`src/design/sas_pkg.sv`:
```
package sas_pkg;

  localparam int unsigned SLOT_COUNT = 4096;
  localparam int unsigned KEY_W      = 12;
  localparam int unsigned CNT_W      = 13;

  typedef enum logic [1:0] {
    FUNC_ALLOC  = 2'd0,
    FUNC_FREE   = 2'd1,
    FUNC_LOOKUP = 2'd2
  } func_e;

  typedef enum logic [2:0] {
    ST_OK       = 3'd0,
    ST_NULL     = 3'd1,
    ST_BEYOND   = 3'd2,
    ST_NOT_LIVE = 3'd3,
    ST_FULL     = 3'd4
  } status_e;

  typedef struct packed {
    logic [1:0]       func;
    logic [KEY_W-1:0] key;
  } req_t;

  typedef struct packed {
    logic [KEY_W-1:0] key_out;
    status_e          status;
    logic [KEY_W-1:0] live_count;
  } rsp_t;

  typedef struct packed {
    logic             en;
    logic [KEY_W-1:0] addr;
    logic             val;
  } live_wr_t;

  typedef struct packed {
    logic             push;
    logic [KEY_W-1:0] wr_addr;
    logic [KEY_W-1:0] wr_key;
    logic [KEY_W-1:0] rd_addr;
  } stk_ctl_t;

endpackage

```
`src/design/sas_ctrl.sv`:
```
module sas_ctrl import sas_pkg::*; (
  input  logic             clk_i,
  input  logic             rst_ni,
  input  logic             accept_i,
  input  req_t             req_i,
  input  logic             live_rd_i,
  input  logic [KEY_W-1:0] top_i,
  output live_wr_t         live_wr_o,
  output stk_ctl_t         stk_o,
  output logic             valid_o,
  output rsp_t             rsp_o
);

  logic             req_vld_q;
  req_t             req_q;
  logic [CNT_W-1:0] depth_q, depth_d;
  logic [CNT_W-1:0] hw_q, hw_d;
  logic [KEY_W-1:0] total_q, total_d;
  logic             valid_q;
  rsp_t             rsp_q, rsp_d;
  status_e          chk;

  always_comb begin
    if (req_q.key == '0) begin
      chk = ST_NULL;
    end else if ({1'b0, req_q.key} >= hw_q) begin
      chk = ST_BEYOND;
    end else if (!live_rd_i) begin
      chk = ST_NOT_LIVE;
    end else begin
      chk = ST_OK;
    end
  end

  always_comb begin
    depth_d        = depth_q;
    hw_d           = hw_q;
    total_d        = total_q;
    live_wr_o      = '0;
    stk_o.push     = 1'b0;
    stk_o.wr_addr  = depth_q[KEY_W-1:0];
    stk_o.wr_key   = req_q.key;
    rsp_d.key_out  = req_q.key;
    rsp_d.status   = chk;
    if (req_vld_q) begin
      unique case (req_q.func)
        FUNC_ALLOC: begin
          if (depth_q != '0) begin
            depth_d        = depth_q - CNT_W'(1);
            rsp_d.key_out  = top_i;
            rsp_d.status   = ST_OK;
            live_wr_o      = '{en: 1'b1, addr: top_i, val: 1'b1};
            total_d        = total_q + KEY_W'(1);
          end else if (hw_q < CNT_W'(SLOT_COUNT)) begin
            hw_d           = hw_q + CNT_W'(1);
            rsp_d.key_out  = hw_q[KEY_W-1:0];
            rsp_d.status   = ST_OK;
            live_wr_o      = '{en: 1'b1, addr: hw_q[KEY_W-1:0], val: 1'b1};
            total_d        = total_q + KEY_W'(1);
          end else begin
            rsp_d.key_out  = '0;
            rsp_d.status   = ST_FULL;
          end
        end
        FUNC_FREE: begin
          if (chk == ST_OK) begin
            live_wr_o = '{en: 1'b1, addr: req_q.key, val: 1'b0};
            if (depth_q < CNT_W'(SLOT_COUNT)) begin
              stk_o.push = 1'b1;
              depth_d    = depth_q + CNT_W'(1);
            end
            if (total_q != '0) begin
              total_d = total_q - KEY_W'(1);
            end
          end
        end
        default: begin
        end
      endcase
    end
    rsp_d.live_count = total_d;
    stk_o.rd_addr    = KEY_W'(depth_d - CNT_W'(1));
  end

  always_ff @(posedge clk_i or negedge rst_ni) begin
    if (!rst_ni) begin
      req_vld_q <= 1'b0;
      valid_q   <= 1'b0;
      depth_q   <= '0;
      hw_q      <= CNT_W'(1);
      total_q   <= '0;
    end else begin
      req_vld_q <= accept_i;
      valid_q   <= req_vld_q;
      depth_q   <= depth_d;
      hw_q      <= hw_d;
      total_q   <= total_d;
    end
  end

  always_ff @(posedge clk_i) begin
    req_q <= req_i;
    rsp_q <= rsp_d;
  end

  assign valid_o = valid_q;
  assign rsp_o   = rsp_q;

endmodule

```
`config.mk`:
```
export PLATFORM = sky130hd
export DESIGN_NAME = sas_ctrl
export DESIGN_NICKNAME = d
export VERILOG_FILES = /design/src/design/sas_pkg.sv /design/src/design/sas_ctrl.sv
export SDC_FILE = /design/constraint.sdc
export NUM_CORES = 1
export LEC_CHECK = 0
export BUFFER_PORTS_ARGS = -buffer_cell sky130_fd_sc_hd__buf_2
export CORE_UTILIZATION = 35
export DETAILED_ROUTE_END_ITERATION = 8
export MAX_ROUTING_LAYER = met4
export PLACE_DENSITY = 0.61
export SYNTH_ARGS = -nofsm -noshare
export SYNTH_HDL_FRONTEND = slang
export SYNTH_SLANG_ARGS = --single-unit
```
`constraint.sdc`:
```
create_clock -name clk_i -period 4.98 [get_ports clk_i]
set_input_delay 0 -clock clk_i [delete_from_list [all_inputs] [get_ports clk_i]]
set_output_delay 0 -clock clk_i [all_outputs]
set_load 0.01 [all_outputs]
```
# Word-level counts from Yosys, hierarchy flattened

Index checks and enable logic that the tools add are counted.

Reductions and logical operators: 6
Add/subtract/negate cells: 6
Eq/ne operators: 1
Mux-type cells: 27
Bitwise operators: 1
$lt $le $gt $ge: 3

Operators by type and width:

| kind                  | number |
|---|---|
| $mux 12               | 5 |
| $mux 15               | 4 |
| $mux 14               | 4 |
| $mux 13               | 4 |
| $pmux 14 s2           | 1 |
| $add 13x1->13 const B | 2 |
| $lt 13x13->1 const B  | 2 |
| $pmux 13 s2           | 1 |
| $pmux 12 s2           | 1 |
| $sub 12x1->12 const B | 2 |
| $ge 12x13->1          | 1 |
| $reduce_bool 13->1    | 1 |
| $sub 13x1->13 const B | 1 |
| $add 12x1->12 const B | 1 |
| $logic_not 12->1      | 1 |
| $reduce_bool 12->1    | 1 |
| $mux 1                | 4 |
| $mux 2                | 2 |
| $reduce_and 4->1      | 1 |
| $logic_not 3->1       | 1 |
| $mux 3                | 1 |
| $eq 2x1->1 const B    | 1 |
| $logic_not 2->1       | 1 |
| $not 1->1             | 1 |

Word-level logic and storage cells: 54
Register bits after elaboration: 81

# Logic depth before layout (Yosys ltp)

Word-level depth: 8
Mapped depth: 14
Gate-level depth less buffers: 14

# Worst setup path after synthesis

OpenSTA, ideal clock, no wires.

Kind: reg-to-output
Start: reg hw_q[0]
End: out stk_o[10] in the netlist's numbering
Buffers on the path: 0
Stages on the path, launching flop included: 14
Arrival time: 2,876 ps
Slack: 2,104 ps
Cell sequence: dfstp_2 ha_1 nor2b_1 o21ai_1 a41o_1 o21ai_2 nand4_1 a311o_1 inv_1 ha_1 inv_1 nor3_1 nand3_1 xnor2_1

RTL lines:

| element                | line           | RTL |
|---|---|---|
| start, declared        | sas_ctrl.sv:17 | `logic [CNT_W-1:0] hw_q, hw_d;` |
| start signal, assigned | sas_ctrl.sv:96 | `hw_q <= hw_d;` |
| end, declared          | sas_ctrl.sv:9  | `output stk_ctl_t stk_o,` |

==> summary.md <==
| Metric | Value |
|---|---|
| Htree depth | `3` |
| Worst R2R Path Depth | `8` |
| Max Fclk | `253 MHz` |
| Synth Area in Simple Gates | `26.2%` |
| Avg Cell Area, Syn | `8.58 um2` |
| Post-synth top area cell | `dfrtp_1` |
| Max-cap violations | `0` |
| Tmin final | `3.96 ns` |
| # rows | `42` |
| Worst r2r src | `hw_q[0]` |
| Synth Area in Compound Gates | `15.7%` |
| Clock Tree Buf Depth | `2` |
| Io pins | `109` |
| GRT Util Overall | `20.3%` |
| R2R Path End | `depth_q[12]` |
| Vias in the first global route | `4248` |
| Area growth, synth to finish | `21.6%` |
| Full die area | `14200 um2` |
| Synth Area in Adders | `4.95%` |
| Grt ovf | `0` |
| Largest net degree at the start of global routing | `41` |
| Crit path capture | `stk_o[10]` |
| Static Leak | `2.43 nW` |
| Most frequent cells in the layout | `buf_2 (108), nand2_1 (57), nor2_1 (46), a21oi_1 (43), dfxtp_1 (41)` |
| First-pass GRT wire length | `22000 um` |
| Max stage delay on crit path | `0.59 ns` |
| Synthesized area | `4800 um2` |
| Post-synthesis register bit count | `81` |
| Clock sinks | `81` |
| Ys flop type | `dfxtp_1` |
| Register area share after synthesis | `38.0%` |
| Number of diodes | `0` |
| Worst slew pin tran | `1.12 ns` |
| Period utilization | `79.5%` |
| Worst hold-check path type | `in -> reg` |
| Cell count along the critical path | `14` |
| WL/cell | `16.0 um` |
| Synth warn | `0` |
| Vias | `4410` |
| Status | `completed` |
| Commonest non-fill, non-tap cell in the layout | `buf_2` |
| Hold_buf cts | `28` |
| Worst Skew | `0.0110 ns` |
| Worst path buffer plus inverter count | `3` |
| Hold Fails Final Rpt | `0` |
| Input/output buffers | `108` |
| Asr flop ratio synth | `49.4%` |
| Max Fanout on Critical Path | `14` |
| R2R Setup Slk | `1.67 ns` |
| Final worst slack | `1.02 ns` |
| Final wirelength | `13400 um` |
| Vias/cell | `5.26` |
| Type of origin of the critical path | `flip-flop` |
| Yosys cell types | `70` |
| Clk slew on worst S/H paths | `0.07 ns` |
| WP data arrival | `3.96 ns` |
| CP top delay family | `compound AO/OA/AOI/OAI gates` |
| Setup TNS | `0 ns` |
| Chip Height | `119 um` |
| WS Path Type | `reg -> out` |
| Crit path cell chain | `ha_1, nor2b_1, o21ai_1, a41o_1, o21ai_2, nand4_1, a311o_1, inv_1, ha_1, inv_1, nor3_1, nand3_1, xnor2_1, buf_2` |
| Pre-CTS setup slack | `1.40 ns` |
| # DRC | `0` |
| Post-cts sizing count | `0` |
| Die W | `119 um` |
| Initial Util | `36.1%` |
| CTS tree | `built` |
| Num CTS Buffers | `9` |
| Rel. slew slack | `24.8%` |
| Syn Nets | `608` |
| First DRT Iteration DRCs | `377` |
| CP Launch Point | `hw_q[0]` |
| EDFF count, synth | `0` |
| Cells after synthesis | `559` |
| Initial antenna violation count | `0` |
| Synth Area in XOR/XNOR | `6.18%` |
| Core Area | `13300 um2` |
| Layout net count | `707` |
| Layout cells sized above 1 | `22.5%` |
| Clk Latency, worst-skew pair | `0.35 ns` |
| RSZ-0062 raised after global routing | `no` |
| Final setup viols | `0` |
| VDD IR max | `160 uV` |
| Largest family of logic cells by synthesized area | `simple AND/OR/NAND/NOR gates` |
| Setup Buffers After CTS | `0` |
| Post-synthesis mux area share | `0.417%` |
| Util after Layout | `43.9%` |
| Ranking of synthesized cells by area | `dfrtp_1 (20%), dfxtp_1 (17%), ha_1 (5.0%)` |
| Pwr/cell area | `372 nW/um2` |
| Gpl congestion | `0.858` |
| Root buffer cell | `clkbuf_16` |
| Max Slew Vio Count | `0` |
| DP Wirelength | `9550 um` |
| Area fraction of the dominant cell type after synthesis | `20.3%` |
| Crit end category | `output port` |
| DRT Pass-1 Iters | `5` |
| Antenna-violating nets left | `0` |
| WP data required | `4.98 ns` |
| Slowest CP cell | `dfstp_2` |
==> area by class of cell <==
type                    instances  area, um2
well taps                     176        220
multi-input cells             399       2560
clock buffers                  10        229
fillers                      1325       7460
repair buffers                140        851
flip-flops and latches         81       1820
inverters                      27        101
clock inverters                 6       50.0
==> cell usage after synthesis, types with 9 or more instances <==
| cell | instances |
|---|---|
| nand2_1 | 57 |
| nor2_1 | 46 |
| a21oi_1 | 43 |
| dfxtp_1 | 41 |
| dfrtp_1 | 39 |
| nor3_1 | 35 |
| inv_1 | 27 |
| buf_4 | 26 |
| xnor2_1 | 24 |
| nand3_1 | 21 |
| o21ai_0 | 20 |
| ha_1 | 19 |
| clkbuf_1 | 16 |
| nand4_1 | 15 |
| buf_2 | 9 |
==> per-layer routing <==
layer	global-route usage [%]	vias up	share of wire [%]
met5	-	-	0
met2	32.3	145	48
met4	8.23	0	2.2
li1	-	2175	-
met3	3.74	21	4.9
met1	25.4	2069	45
==> kinds of logic (layout without fill, tap and decap cells) <==
group / after synthesis / after routing
flops: 81 / 81
buf+inv: 79 / 183
xor+xnor: 33 / 33
simple gates: 230 / 230
mux: 2 / 2
fa+ha+maj: 19 / 19
compound gates: 115 / 115
==> metrics by stage <==
stage	cells	hold WS (ns)	cell area (um2)	power (mW)
2_1_floorplan	559	-0.296	4800	1.35
3_3_place_gp	795	0.102	5280	1.52
3_5_place_dp	795	0.104	5280	1.53
4_1_cts	839	0.0947	5840	2.19
5_1_grt	839	0.155	5840	2.30
6_report	839	0.0890	5840	2.17
==> worst reg2reg max path, delay by kind of cell (launching register included) <==
family,cells,cell delay (ns)
simple gates,3,1.21
fa+ha+maj,1,0.25
compound gates,4,1.20
flops,1,0.59
==> power breakdown <==
part	switching (mW)	internal, mW
Clock	0.286	0.344
Combinational	0.370	0.271
Sequential	0.142	0.757
Total	0.798	1.37
==> worst min path at each step <==
stage	startpoint	to	slack (ns)	depth (start not counted)
4_1_cts	top_i[0]	rsp_o[15]	0.09	3
2_1_floorplan	rst_ni	depth_q[0]	-0.30	0
5_1_grt	top_i[0]	rsp_o[15]	0.15	3
6_report	top_i[0]	rsp_o[15]	0.09	3
3_3_place_gp	req_i[11]	stk_o[23]	0.10	1
3_5_place_dp	req_i[4]	stk_o[16]	0.10	1
==> sequential cells by signal, summed over array words and instances (netlist names) <==
register / count
stk_o: 12
req_q: 2
total_q: 12
depth_q: 13
req_vld_q: 1
rsp_o: 27
valid_o: 1
hw_q: 13
(Power assumes the default switching activity.)
